--- config.mk ---
export PLATFORM = sky130hd
export DESIGN_NAME = shrp_ctrl
export DESIGN_NICKNAME = d
export VERILOG_FILES = /design/src/rtl/shrp_pkg.sv /design/src/rtl/shrp_ctrl.sv
export SDC_FILE = /design/constraint.sdc
export NUM_CORES = 1
export LEC_CHECK = 0
export BUFFER_PORTS_ARGS = -buffer_cell sky130_fd_sc_hd__buf_2
export CORE_AREA = 2 2 128 130
export DETAILED_ROUTE_END_ITERATION = 8
export DIE_AREA = 0 0 130 132
export PLACE_DENSITY = 0.64
export SETUP_SLACK_MARGIN = 0.3
export SLEW_MARGIN = 10
export SYNTH_ARGS = -nofsm -noshare
export SYNTH_HDL_FRONTEND = slang
export SYNTH_SLANG_ARGS = --single-unit
export TNS_END_PERCENT = 10
--- constraint.sdc ---
create_clock -name clk -period 21.3 [get_ports clk]
set_input_delay 3.195 -clock clk [delete_from_list [all_inputs] [get_ports clk]]
set_output_delay 3.195 -clock clk [all_outputs]
set_load 0.05 [all_outputs]
--- src/rtl/shrp_pkg.sv ---
// ----------------------------------------------------------------------------
// shrp_pkg
// Shared constants and types for the 3x3 sharpening stream filter.
// ----------------------------------------------------------------------------
package shrp_pkg;

  // defaults for the top level parameters
  localparam int DEF_MAX_WIDTH    = 2048;
  localparam int DEF_MAX_CHANNELS = 4;

  // fixed field widths
  localparam int PIX_W     = 8;   // one channel byte
  localparam int CFG_W     = 12;  // widest config register
  localparam int REG_IDX_W = 2;   // config register index
  localparam int ROW_W     = 12;  // row counter, holds 0..HEIGHT_LIMIT+1
  localparam int CH_W      = 3;   // channel count register

  localparam int MIN_DIM      = 3;
  localparam int HEIGHT_LIMIT = 2048;
  localparam int SHARP_GAIN   = 5;  // center tap weight

  // config register map
  typedef enum logic [REG_IDX_W-1:0] {
    REG_FRAME_WIDTH   = 2'd0,
    REG_FRAME_HEIGHT  = 2'd1,
    REG_CHANNEL_COUNT = 2'd2
  } cfg_reg_t;

  // per-word position info, control -> datapath
  typedef struct packed {
    logic produce;  // word yields a result (row > 0)
    logic border;   // result is forced to zero
    logic eof;      // last result of the frame
  } item_flags_t;

endpackage

--- src/rtl/shrp_ctrl.sv ---
// ----------------------------------------------------------------------------
// shrp_ctrl
// Config registers, column/row tracking, line store read addresses and
// border / end-of-frame flags for each accepted word.
// ----------------------------------------------------------------------------
module shrp_ctrl #(
  parameter int MAX_WIDTH    = shrp_pkg::DEF_MAX_WIDTH,
  parameter int MAX_CHANNELS = shrp_pkg::DEF_MAX_CHANNELS,
  localparam int Depth       = MAX_WIDTH * MAX_CHANNELS,
  localparam int AW          = $clog2(Depth)
) (
  input  logic                           clk,
  input  logic                           rst,
  input  logic                           cfg_wr_en,
  input  logic [shrp_pkg::REG_IDX_W-1:0] cfg_index,
  input  logic [shrp_pkg::CFG_W-1:0]     cfg_wdata,
  input  logic                           accept,
  input  logic [shrp_pkg::PIX_W-1:0]     sample,
  output logic [AW-1:0]                  rd_col,
  output logic [AW-1:0]                  rd_right,
  output logic [shrp_pkg::PIX_W-1:0]     sample_eff,
  output shrp_pkg::item_flags_t          flags,
  output logic [shrp_pkg::CH_W-1:0]      ch
);

  localparam int COL_W = $clog2(Depth + 1);

  logic [shrp_pkg::CFG_W-1:0] frame_width;
  logic [shrp_pkg::CFG_W-1:0] frame_height;
  logic [shrp_pkg::CH_W-1:0]  channel_count;

  logic [COL_W-1:0]          col_pos, col_pos_next;
  logic [shrp_pkg::ROW_W-1:0] row_pos, row_pos_next;

  logic [shrp_pkg::CFG_W-1:0] w_c;
  logic [shrp_pkg::ROW_W-1:0] h_c;
  logic [COL_W-1:0]          len;
  logic                      wrap_in;
  logic [COL_W-1:0]          col_eff;
  logic [COL_W-1:0]          col_inc;
  logic [COL_W:0]            right;
  logic [shrp_pkg::ROW_W-1:0] row_step;
  logic [shrp_pkg::ROW_W-1:0] row_eff;
  logic [shrp_pkg::ROW_W-1:0] row_inc;
  logic                      end_row;
  logic                      last_row;

  // config writes
  always_ff @(posedge clk) begin
    if (rst) begin
      frame_width   <= shrp_pkg::CFG_W'(640);
      frame_height  <= shrp_pkg::CFG_W'(480);
      channel_count <= shrp_pkg::CH_W'(3);
    end else if (cfg_wr_en) begin
      unique case (shrp_pkg::cfg_reg_t'(cfg_index))
        shrp_pkg::REG_FRAME_WIDTH:   frame_width   <= cfg_wdata;
        shrp_pkg::REG_FRAME_HEIGHT:  frame_height  <= cfg_wdata;
        shrp_pkg::REG_CHANNEL_COUNT: channel_count <= cfg_wdata[shrp_pkg::CH_W-1:0];
        default: ;
      endcase
    end
  end

  // clamp config to legal ranges
  always_comb begin
    if (frame_width < shrp_pkg::CFG_W'(shrp_pkg::MIN_DIM)) begin
      w_c = shrp_pkg::CFG_W'(shrp_pkg::MIN_DIM);
    end else if (32'(frame_width) > MAX_WIDTH) begin
      w_c = shrp_pkg::CFG_W'(MAX_WIDTH);
    end else begin
      w_c = frame_width;
    end

    if (frame_height < shrp_pkg::CFG_W'(shrp_pkg::MIN_DIM)) begin
      h_c = shrp_pkg::ROW_W'(shrp_pkg::MIN_DIM);
    end else if (32'(frame_height) > shrp_pkg::HEIGHT_LIMIT) begin
      h_c = shrp_pkg::ROW_W'(shrp_pkg::HEIGHT_LIMIT);
    end else begin
      h_c = frame_height;
    end

    if (channel_count == '0) begin
      ch = shrp_pkg::CH_W'(1);
    end else if (32'(channel_count) > MAX_CHANNELS) begin
      ch = shrp_pkg::CH_W'(MAX_CHANNELS);
    end else begin
      ch = channel_count;
    end
  end

  // position of the current word; a stale position past the row or frame
  // end (only after a config change) is folded back first
  always_comb begin
    len      = COL_W'(32'(w_c) * 32'(ch));
    wrap_in  = (col_pos >= len);
    col_eff  = wrap_in ? '0 : col_pos;
    row_step = wrap_in ? row_pos + 1'b1 : row_pos;
    row_eff  = (row_step > h_c) ? '0 : row_step;
    last_row = (row_eff == h_c);

    col_inc  = col_eff + 1'b1;
    right    = {1'b0, col_eff} + (COL_W + 1)'(ch);
    end_row  = (col_inc >= len);
    row_inc  = row_eff + 1'b1;

    col_pos_next = end_row ? '0 : col_inc;
    if (end_row) begin
      row_pos_next = (row_inc > h_c) ? '0 : row_inc;
    end else begin
      row_pos_next = row_eff;
    end

    flags.produce = (row_eff != '0);
    flags.border  = (row_eff == shrp_pkg::ROW_W'(1)) || last_row ||
                    (col_eff < COL_W'(ch)) || (right >= {1'b0, len});
    flags.eof     = last_row && (col_inc == len);

    rd_col     = col_eff[AW-1:0];
    rd_right   = right[AW-1:0];
    sample_eff = last_row ? '0 : sample;
  end

  always_ff @(posedge clk) begin
    if (rst) begin
      col_pos <= '0;
      row_pos <= '0;
    end else if (accept) begin
      col_pos <= col_pos_next;
      row_pos <= row_pos_next;
    end
  end

endmodule

==> flow_metrics.env <==
export IMPL_status="completed"
export IMPL_antennaDiodeCount=0
export IMPL_tightest_slew_ns=0.990
export IMPL_powerDensity_nw_per_um2=45.5
export IMPL_cts_hold_buffers=0
export IMPL_final_util=0.465
export IMPL_ys_async_sr_fraction=0
export IMPL_grt_max_degree=54
export IMPL_synthesis_nets=1033
export IMPL_stdcell_area_um2=7310
export IMPL_die_w_um=130
export IMPL_cts_setup_buffers=0
export IMPL_p_leak_nw=3.24
export IMPL_synth_edf_count=0
export IMPL_post_route_drc_count=0
export IMPL_htreeDepth=2
export IMPL_drive_above_1_share=0.119
export IMPL_yosys_cell_types_count=87
export IMPL_fin_nets=1069
export IMPL_fin_crit_sh=0.672
export IMPL_initial_utilization=0.425
export IMPL_relSlewSlack=0.331
export IMPL_synth_ff_type="dfxtp_1"
export IMPL_ant_nets=0
export IMPL_dp_slack_ns=7.50
export IMPL_cts_tree="built"
export IMPL_place_area_um2=7150
export IMPL_cp_arrival_ns=11.12
export IMPL_drt_iter0_drc=497
export IMPL_dieArea_um2=17200
export IMPL_synth_area_per_cell_um2=7.36
export IMPL_routedWlPerCell_um=16.5
export IMPL_overflow=0
export IMPL_fin_setup_tns_ns=0
export IMPL_skew_ns=0.0134
export IMPL_setup_viol=0
export IMPL_numPortBuffers=65
export IMPL_hold_class="flip-flop to flip-flop"
export IMPL_max_freq_mhz=69.9
export IMPL_vias=6550
export IMPL_critPathRequiredTime_ns=18.11
export IMPL_core_area_um2=15700
export IMPL_syn_to_final_growth_pct=9.40
export IMPL_antenna_found_initial=0
export IMPL_cts_resized=0
export IMPL_layout_setup_ws_ns=6.99
export IMPL_slowest_delay_ns=0.73
export IMPL_syn_area_um2=6680
export IMPL_clkSlewWorstSetupHoldPaths_ns=0.09
export IMPL_period_minus_slack_ns=14.31
export IMPL_clock_latency_ns=0.31
export IMPL_start_kind="flip-flop"
export IMPL_drv_cap=0
export IMPL_r2r_slack_ns=9.09
export IMPL_vias_per_cell=5.64
export IMPL_clock_sinks=53
export IMPL_yosys_warnings=0
export IMPL_drt_wl_total_mm=19.1
export IMPL_firstDrtPassIters=5
export IMPL_numCtsBuffers=5
export IMPL_dp_hpwl_mm=14.9
export IMPL_io_pins=66
export IMPL_critPathCaptureType="primary output"
export IMPL_clockRootBuffer="clkbuf_16"
export IMPL_die_height_um=132
export IMPL_grt_first_pass_wirelength_mm=31.2
export IMPL_grt_pass1_vias=6017
export IMPL_fin_cells=1161
export IMPL_synthCells=908
export IMPL_finalHoldViolations=0
export IMPL_ys_ff_latch=53
export IMPL_rsz0062_at_grt="no"
export IMPL_slew_viol_final=0
export IMPL_gp_congestion=0.933
export IMPL_clock_path_buffers=2
export IMPL_ys_seq_area_frac=0.159
export IMPL_rows=46
export IMPL_crit_fanout=19
export IMPL_grt_usage=0.224
export IMPL_irDropWorstVdd_v=0.0000384
export IMPL_slowest_stage="a211oi_4"
export IMPL_dp_cells=1153
export IMPL_path_class="flip-flop to primary output"
## stage by stage
stage / total power, W / hold slack (ns)
finish: 0.000332 / 0.464
floorplan: 0.000207 / 0.431
global placement: 0.000241 / 0.445
detailed placement: 0.000242 / 0.451
CTS: 0.000333 / 0.462
global route: 0.000351 / 0.493
## kinds of logic after synthesis
logic type	Yosys count	share of synthesized area
flip-flops	53	0.159
AND/OR/NAND/NOR	416	0.313
AO/OA/AOI/OAI	185	0.191
buffers and inverters	97	0.0564
XOR/XNOR	50	0.0689
multiplexers	6	0.00974
adder cells (fa/ha/maj)	101	0.202
## worst paths after layout
check                                      from              end  cells past startpoint
worst min-delay path            frame_height[1]  frame_height[1]                      2
worst min register to register  frame_height[1]  frame_height[1]                      2
worst max register to register   frame_width[5]       row_pos[9]                     43
worst max-delay path             frame_width[5]         flags[1]                     41
## state kept, by name, summed over array words and instances, names as in the netlist
register	cells
col_pos	14
channel_count	3
frame_width	12
frame_height	12
row_pos	12
## cells in the final DEF (no fill, tap or decap), types with 4 or more instances in the layout
cell type  instances
a21o_1            17
o21ai_0           26
nor3_1            17
and4_1             4
a311oi_1           7
dfxtp_1           53
and2_1            24
mux2i_1            4
or4_1              4
buf_4              6
a211oi_1           5
a211o_1            6
nand4_1           15
nand2b_1           7
nor2_1            73
ha_1              87
a31oi_1            7
clkbuf_16          5
xor2_1            18
nand3_1           43
nor2b_1           20
nand2_1          155
inv_1             52
fa_1              12
nor4_1            11
and3_1             4
a221oi_1           4
xnor2_1           29
a21oi_1           62
nor4b_1            4
nand3b_1          11
o21a_1             5
buf_2             65
## routing by layer
layer	share of wire	routed length (um)	GRT usage
met3	0.059	1120	0.0300
met2	0.42	8020	0.326
met5	0	0	0
met1	0.50	9570	0.340
met4	0.023	431	0.0693
## worst max-delay path: cells and delay by family (launching register included)
| family | cells | cell delay (ns) |
|---|---|---|
| flip-flops | 1 | 0.35 |
| AO/OA/AOI/OAI | 21 | 5.08 |
| buffers and inverters | 1 | 0.28 |
| adder cells (fa/ha/maj) | 5 | 1.71 |
| XOR/XNOR | 2 | 0.76 |
| AND/OR/NAND/NOR | 12 | 2.63 |
## area by class of cell
type | count | area [um^2]
multi-input cells | 758 | 5250
fillers | 1590 | 8400
flip-flops and latches | 53 | 1060
clock buffers | 5 | 125
well taps | 216 | 270
clock inverters | 3 | 28.8
repair buffers | 71 | 370
inverters | 55 | 208
## synthesized netlist by cell type (7+ instances only)
cell	count	area share
nand2_1	155	0.087
ha_1	87	0.16
nor2_1	74	0.042
a21oi_1	62	0.046
dfxtp_1	53	0.16
inv_1	52	0.029
nand3_1	43	0.032
clkbuf_1	35	0.020
xnor2_1	29	0.038
o21ai_0	26	0.019
and2_1	24	0.022
nor2b_1	20	0.019
xor2_1	18	0.024
a21o_1	17	0.019
nor3_1	17	0.013
nand4_1	15	0.014
fa_1	12	0.036
nand3b_1	11	0.012
nor4_1	11	0.010
a311oi_1	7	0.0092
a31oi_1	7	0.0066
nand2b_1	7	0.0066
## power by group
part           switching (W)  internal (W)  total [W]
Sequential        0.00000638      0.000103   0.000110
Clock              0.0000451     0.0000453  0.0000904
Combinational      0.0000865     0.0000459   0.000132
Note: power is estimated with default switching activity, not from simulation.
