[src/rtl/shrp_pkg.sv]
// ----------------------------------------------------------------------------
// shrp_pkg
// Shared constants and types for the 3x3 sharpening stream filter.
// ----------------------------------------------------------------------------
package shrp_pkg;

  // defaults for the top level parameters
  localparam int DEF_MAX_WIDTH    = 2048;
  localparam int DEF_MAX_CHANNELS = 4;

  // fixed field widths
  localparam int PIX_W     = 8;   // one channel byte
  localparam int CFG_W     = 12;  // widest config register
  localparam int REG_IDX_W = 2;   // config register index
  localparam int ROW_W     = 12;  // row counter, holds 0..HEIGHT_LIMIT+1
  localparam int CH_W      = 3;   // channel count register

  localparam int MIN_DIM      = 3;
  localparam int HEIGHT_LIMIT = 2048;
  localparam int SHARP_GAIN   = 5;  // center tap weight

  // config register map
  typedef enum logic [REG_IDX_W-1:0] {
    REG_FRAME_WIDTH   = 2'd0,
    REG_FRAME_HEIGHT  = 2'd1,
    REG_CHANNEL_COUNT = 2'd2
  } cfg_reg_t;

  // per-word position info, control -> datapath
  typedef struct packed {
    logic produce;  // word yields a result (row > 0)
    logic border;   // result is forced to zero
    logic eof;      // last result of the frame
  } item_flags_t;

endpackage

[src/rtl/shrp_core.sv]
// ----------------------------------------------------------------------------
// shrp_core
// Read stage and result register: kernel sum, clamp, line store write-back,
// left-neighbor delay line and the output handshake.
// ----------------------------------------------------------------------------
module shrp_core #(
  parameter int MAX_WIDTH    = shrp_pkg::DEF_MAX_WIDTH,
  parameter int MAX_CHANNELS = shrp_pkg::DEF_MAX_CHANNELS,
  localparam int Depth       = MAX_WIDTH * MAX_CHANNELS,
  localparam int AW          = $clog2(Depth)
) (
  input  logic                       clk,
  input  logic                       rst,
  input  logic                       in_valid,
  output logic                       in_ready,
  output logic                       accept,
  input  logic [shrp_pkg::PIX_W-1:0] sample_eff,
  input  shrp_pkg::item_flags_t      flags,
  input  logic [AW-1:0]              col,
  input  logic [shrp_pkg::CH_W-1:0]  ch,
  input  logic [shrp_pkg::PIX_W-1:0] up,
  input  logic [shrp_pkg::PIX_W-1:0] mid,
  input  logic [shrp_pkg::PIX_W-1:0] right,
  output logic                       wr_en,
  output logic [AW-1:0]              wr_addr,
  output logic [shrp_pkg::PIX_W-1:0] above_wdata,
  output logic [shrp_pkg::PIX_W-1:0] center_wdata,
  output logic                       out_valid,
  input  logic                       out_ready,
  output logic [shrp_pkg::PIX_W-1:0] out_value,
  output logic                       out_last
);

  localparam int LI_W  = (MAX_CHANNELS > 1) ? $clog2(MAX_CHANNELS) : 1;
  localparam int SUM_W = shrp_pkg::PIX_W + 3;  // 5*255 fits

  logic                       s1_valid;
  shrp_pkg::item_flags_t      s1_flags;
  logic [shrp_pkg::PIX_W-1:0] s1_sample;
  logic [AW-1:0]              s1_col;
  logic                       s1_adv;

  logic [shrp_pkg::PIX_W-1:0] left_line [MAX_CHANNELS];
  logic [shrp_pkg::PIX_W-1:0] left;
  logic [shrp_pkg::CH_W-1:0]  ch_m1;

  logic [SUM_W-1:0]           pos_sum;
  logic [SUM_W-1:0]           neg_sum;
  logic [SUM_W-1:0]           diff;
  logic [shrp_pkg::PIX_W-1:0] value;

  function automatic logic [SUM_W-1:0] SHARP_GAIN_MUL(input logic [shrp_pkg::PIX_W-1:0] x);
    SHARP_GAIN_MUL = SUM_W'(x) * SUM_W'(shrp_pkg::SHARP_GAIN);
  endfunction

  // stage 1 frees up when its word needs no output slot or the slot is free or drains
  assign s1_adv   = s1_valid && (!s1_flags.produce || !out_valid || out_ready);
  assign in_ready = !s1_valid || s1_adv;
  assign accept   = in_valid && in_ready;

  always_ff @(posedge clk) begin
    if (rst) begin
      s1_valid <= 1'b0;
    end else if (accept) begin
      s1_valid <= 1'b1;
    end else if (s1_adv) begin
      s1_valid <= 1'b0;
    end
  end

  always_ff @(posedge clk) begin
    if (accept) begin
      s1_flags  <= flags;
      s1_sample <= sample_eff;
      s1_col    <= col;
    end
  end

  // line store rotation: center moves to above, new sample goes to center
  assign wr_en        = s1_adv;
  assign wr_addr      = s1_col;
  assign above_wdata  = mid;
  assign center_wdata = s1_sample;

  // left neighbor = center byte seen ch words earlier in this row
  always_ff @(posedge clk) begin
    if (s1_adv) begin
      left_line[0] <= mid;
      for (int i = 1; i < MAX_CHANNELS; i++) begin
        left_line[i] <= left_line[i-1];
      end
    end
  end

  assign ch_m1 = ch - 1'b1;
  assign left  = left_line[ch_m1[LI_W-1:0]];

  // 5*mid - up - down - left - right, clamped to 0..255
  always_comb begin
    pos_sum = SUM_W'(SHARP_GAIN_MUL(mid));
    neg_sum = SUM_W'(up) + SUM_W'(s1_sample) + SUM_W'(left) + SUM_W'(right);
    diff    = pos_sum - neg_sum;
    if (s1_flags.border || (neg_sum > pos_sum)) begin
      value = '0;
    end else if (diff > SUM_W'(8'hFF)) begin
      value = '1;
    end else begin
      value = diff[shrp_pkg::PIX_W-1:0];
    end
  end

  // output register
  always_ff @(posedge clk) begin
    if (rst) begin
      out_valid <= 1'b0;
    end else if (s1_adv && s1_flags.produce) begin
      out_valid <= 1'b1;
    end else if (out_ready) begin
      out_valid <= 1'b0;
    end
  end

  always_ff @(posedge clk) begin
    if (s1_adv && s1_flags.produce) begin
      out_value <= value;
      out_last  <= s1_flags.eof;
    end
  end

endmodule

[config.mk]
export PLATFORM = sky130hd
export DESIGN_NAME = shrp_core
export DESIGN_NICKNAME = d
export VERILOG_FILES = /design/src/rtl/shrp_pkg.sv /design/src/rtl/shrp_core.sv
export SDC_FILE = /design/constraint.sdc
export NUM_CORES = 1
export LEC_CHECK = 0
export BUFFER_PORTS_ARGS = -buffer_cell sky130_fd_sc_hd__buf_2
export CAP_MARGIN = 15
export CELL_PAD_IN_SITES_DETAIL_PLACEMENT = 1
export CELL_PAD_IN_SITES_GLOBAL_PLACEMENT = 1
export CORE_UTILIZATION = 46
export DETAILED_ROUTE_END_ITERATION = 7
export GPL_TIMING_DRIVEN = 0
export PLACE_DENSITY_LB_ADDON = 0.1
export SLEW_MARGIN = 20
export SYNTH_ARGS = -nofsm -noshare
export SYNTH_HDL_FRONTEND = slang
export SYNTH_SLANG_ARGS = --single-unit
[constraint.sdc]
create_clock -name clk -period 11 [get_ports clk]
set_clock_uncertainty 0.15 [all_clocks]
set_input_delay 2.2 -clock clk [delete_from_list [all_inputs] [get_ports clk]]
set_output_delay 2.2 -clock clk [all_outputs]
set_load 0.05 [all_outputs]
==> impl_metrics.py <==
metrics = {
    "sta": {
        "min_period_over_period": 0.623,
        "setup_viol": 0,
        "worst_slack_ns": 4.15,
        "worst_pin_slew_ns": 0.840,
        "fmax_ghz": 0.146,
        "max_slew_margin": 0.438,
        "period_minus_slack_ns": 6.85,
        "whs_ns": 0.275,
        "tns_ns": 0,
        "final_hold_viol_count": 0,
        "maxSlewViolCount": 0,
        "rsz0062_at_grt": "false",
    },
    "synthesis": {
        "synth-xor-area-share": 0.0353,
        "synthCells": 299,
        "synth_ff_type": "edfxtp_1",
        "synth.top_cell.area_share": 0.496,
        "synth_edf_count": 65,
        "synth-adder-area-share": 0.190,
        "ys_async_sr_fraction": 0,
        "synthDistinctLibCells": 42,
        "synthSimpleGateAreaFrac": 0.0483,
        "synth_fp_nets": 403,
        "synth_area_leaders": "edfxtp_1 (50%), ha_1 (9.8%), fa_1 (9.1%)",
        "yosysWarnings": 0,
        "synth-compound-area-share": 0.104,
        "synth_top_family_by_area": "adder cells",
        "yosysMostFrequentCell": "edfxtp_1",
        "ys_seq_area_frac": 0.506,
        "postSynthAreaPerCell_um2": 13.2,
        "synth-seq-cells": 67,
        "synth.area.mux_share": 0.0457,
        "synth.cells.most_frequent": "edfxtp_1 (65), inv_1 (56), ha_1 (31)",
        "synth_area_um2": 3940,
        "synth_area_leader_cell": "edfxtp_1",
    },
    "global_route": {
        "grt_pass1_wl_um": 13100,
        "grt_max_degree": 25,
        "grt-busiest-layer": "met2",
        "antenna_found_initial": 0,
        "grt_use_met2": 0.353,
        "grt_pass1_vias": 2692,
        "grt.met1_usage": 0.243,
        "grtUsageTotal": 0.200,
        "grt_overflow": 0,
        "grtUsageMet3": 0.0419,
    },
    "placed_design": {
        "dp.cells": 499,
        "gp_congestion": 0.750,
        "port_buffers": 93,
        "pre_cts_ws_ns": 3.78,
        "dp_hpwl_um": 6280,
    },
    "cells_and_area": {
        "syn_to_final_growth_pct": 22.2,
        "antenna_cells": 0,
        "utilization": 0.583,
        "final_cells": 515,
        "n_fill_cell": 891,
        "nets": 509,
        "drive_gt1_frac": 0.339,
    },
    "floorplanning": {
        "io_pins": 97,
        "die_x_um": 94.5,
        "dieArea_um2": 8940,
        "initial_core_util": 0.477,
        "coreArea_um2": 8260,
        "die_y_um": 94.5,
        "num_rows": 33,
    },
    "clock_network": {
        "cts_setup_buffers": 0,
        "numCtsBuffers": 9,
        "hold_buffers": 0,
        "cts-root-buf": "clkbuf_8",
        "ctsResizeCount": 0,
        "cts.sinks": 67,
        "ctsHtreeMaxLevel": 3,
        "cts_buffer_depth": 2,
        "cts_tree": "yes",
        "path_clk_slew_ns": 0.07,
        "clock_latency_ns": 0.35,
    },
    "power_and_ir_drop": {
        "seq_power_share": 0.290,
        "p_clk_frac": 0.199,
        "power_density_nw_per_um2": 218,
        "vdd.ir_drop.worst_mv": 0.116,
        "switchingPower_uw": 412,
        "p_leak_uw": 0.00217,
        "swShare": 0.393,
        "internal-power_uw": 638,
        "comb_power_share": 0.510,
    },
    "worst_setup_path": {
        "setup.worst_path.class": "input pin to flip-flop",
        "slowest_stage": "clkbuf_1",
        "path_cells": "clkbuf_1, mux4_2, fa_1, ha_1, fa_1, a21o_1, a21oi_1, o21bai_1, a21oi_1, xor2_1, ha_1, nand2_1, nor2_1, a2111oi_2, a21oi_2, xnor2_2, a31oi_1",
        "cp.buffers_inverters": 1,
        "slowest_delay_ns": 0.45,
        "critPathTopFamily": "adder cells",
        "crit_arrival_ns": 6.77,
        "worstPathMaxFanout": 8,
        "cp_data_required_time_ns": 10.92,
        "start_kind": "input pin",
        "endpoint_kind": "flip-flop",
    },
    "drt": {
        "wirelength_um": 8140,
        "dr.pass1.iters": 4,
        "wl_per_cell_um": 15.8,
        "drt_iter0_drc": 73,
        "viasPerCell": 5.05,
        "vias": 2602,
        "drc": 0,
        "ant_nets": 0,
    },
    "job": {
        "drv_cap": 0,
    },
    "outcome": {
        "outcome": "finished clean",
    },
    "worst_hold_path": {
        "hold_path.class": "flip-flop to flip-flop",
    },
}
routing by layer:
layer  share of wire  wire (um)
met5               0          0
met3           0.038        310
met2            0.53       4320
met4           0.013        102
met1            0.42       3410
cell families after synthesis:
family,after synthesis
AOI/OAI and AO/OA,53
and+or+nand+nor,41
muxes,8
DFF,67
xor gates and xnor gates,15
buffers and inverters,66
adders and majority gates,49
cell usage in the layout, fill, tap and decap left out, types with 2 or more instances in the layout:
cell      netlist  final
nand3_1         2      2
o21ai_0         4      4
ha_1           31     31
buf_4           8      8
inv_1          56     56
nor2_1         18     18
clkbuf_1        1      3
clkbuf_8        0     10
a21oi_2         2      2
buf_2           1     94
fa_1           18     18
o21a_1          2      2
nand2_1        10     10
buf_16          0      2
a21oi_1        12     12
dfxtp_1         2      2
a211o_1         2      2
mux4_2          8      8
nand2b_1        2      2
a31oi_1        11     10
o21ai_1         2      2
xnor2_1         9      9
a21o_1          6      6
xor2_1          5      5
nor2b_1         4      4
edfxtp_1       65     65
worst reg2reg max path, cell delays in order (launching register included):
cell       delay (ns)
edfxtp_1         0.41
inv_1            0.10
fa_1             0.45
fa_1             0.55
inv_1            0.08
ha_1             0.30
a21o_1           0.17
a21oi_1          0.21
nor2b_1          0.08
o21a_1           0.18
o41a_1           0.33
xnor2_1          0.19
ha_1             0.36
nand2_1          0.20
nor2_1           0.07
a2111oi_2        0.39
a21oi_2          0.12
xnor2_2          0.36
a31oi_1          0.15
final timing paths:
path              cells past startpoint  slack [ns]                 startpoint                         end
setup / recovery                     17        4.15                      ch[1]  out_value[2]$_SDFFCE_PP0P_
hold / removal                        0        0.27      s1_flags[0]$_DFFE_PP_          out_last$_DFFE_PP_
setup reg to reg                     18        5.88  center_wdata[2]$_DFFE_PP_  out_value[2]$_SDFFCE_PP0P_
hold reg to reg                       0        0.27      s1_flags[0]$_DFFE_PP_          out_last$_DFFE_PP_
state kept, by name, summed over array words and instances (netlist names):
register	flops
center_wdata	8
out_last	1
s1_flags	3
out_valid	1
wr_addr	13
left_line	32
out_value	8
s1_valid	1
power by group through the flow:
stage | clock, uW | sequential [uW] | combinational (uW)
floorplan | 0 | 337 | 409
global placement | 0 | 311 | 526
detailed placement | 0 | 311 | 539
CTS | 217 | 305 | 544
global route | 223 | 307 | 601
finish | 209 | 305 | 536
stage by stage:
stage | power (uW) | cell area (um2)
after floorplan | 746 | 3940
after global placement | 837 | 4540
after detailed placement | 850 | 4620
after CTS | 1070 | 4810
after global routing | 1130 | 4810
final | 1050 | 4810
layout make-up:
class,instances,area (um2),share of cell area
repair buffers,95,520,0.108
multi-input cells,166,1690,0.352
well taps,105,131,0.0273
clock buffers,12,145,0.0302
flip-flops and latches,67,1990,0.414
clock inverters,4,51.3,0.0107
inverters,56,210,0.0437
plain buffers,10,68.8,0.0143
Power figures use the tool's default switching activity.
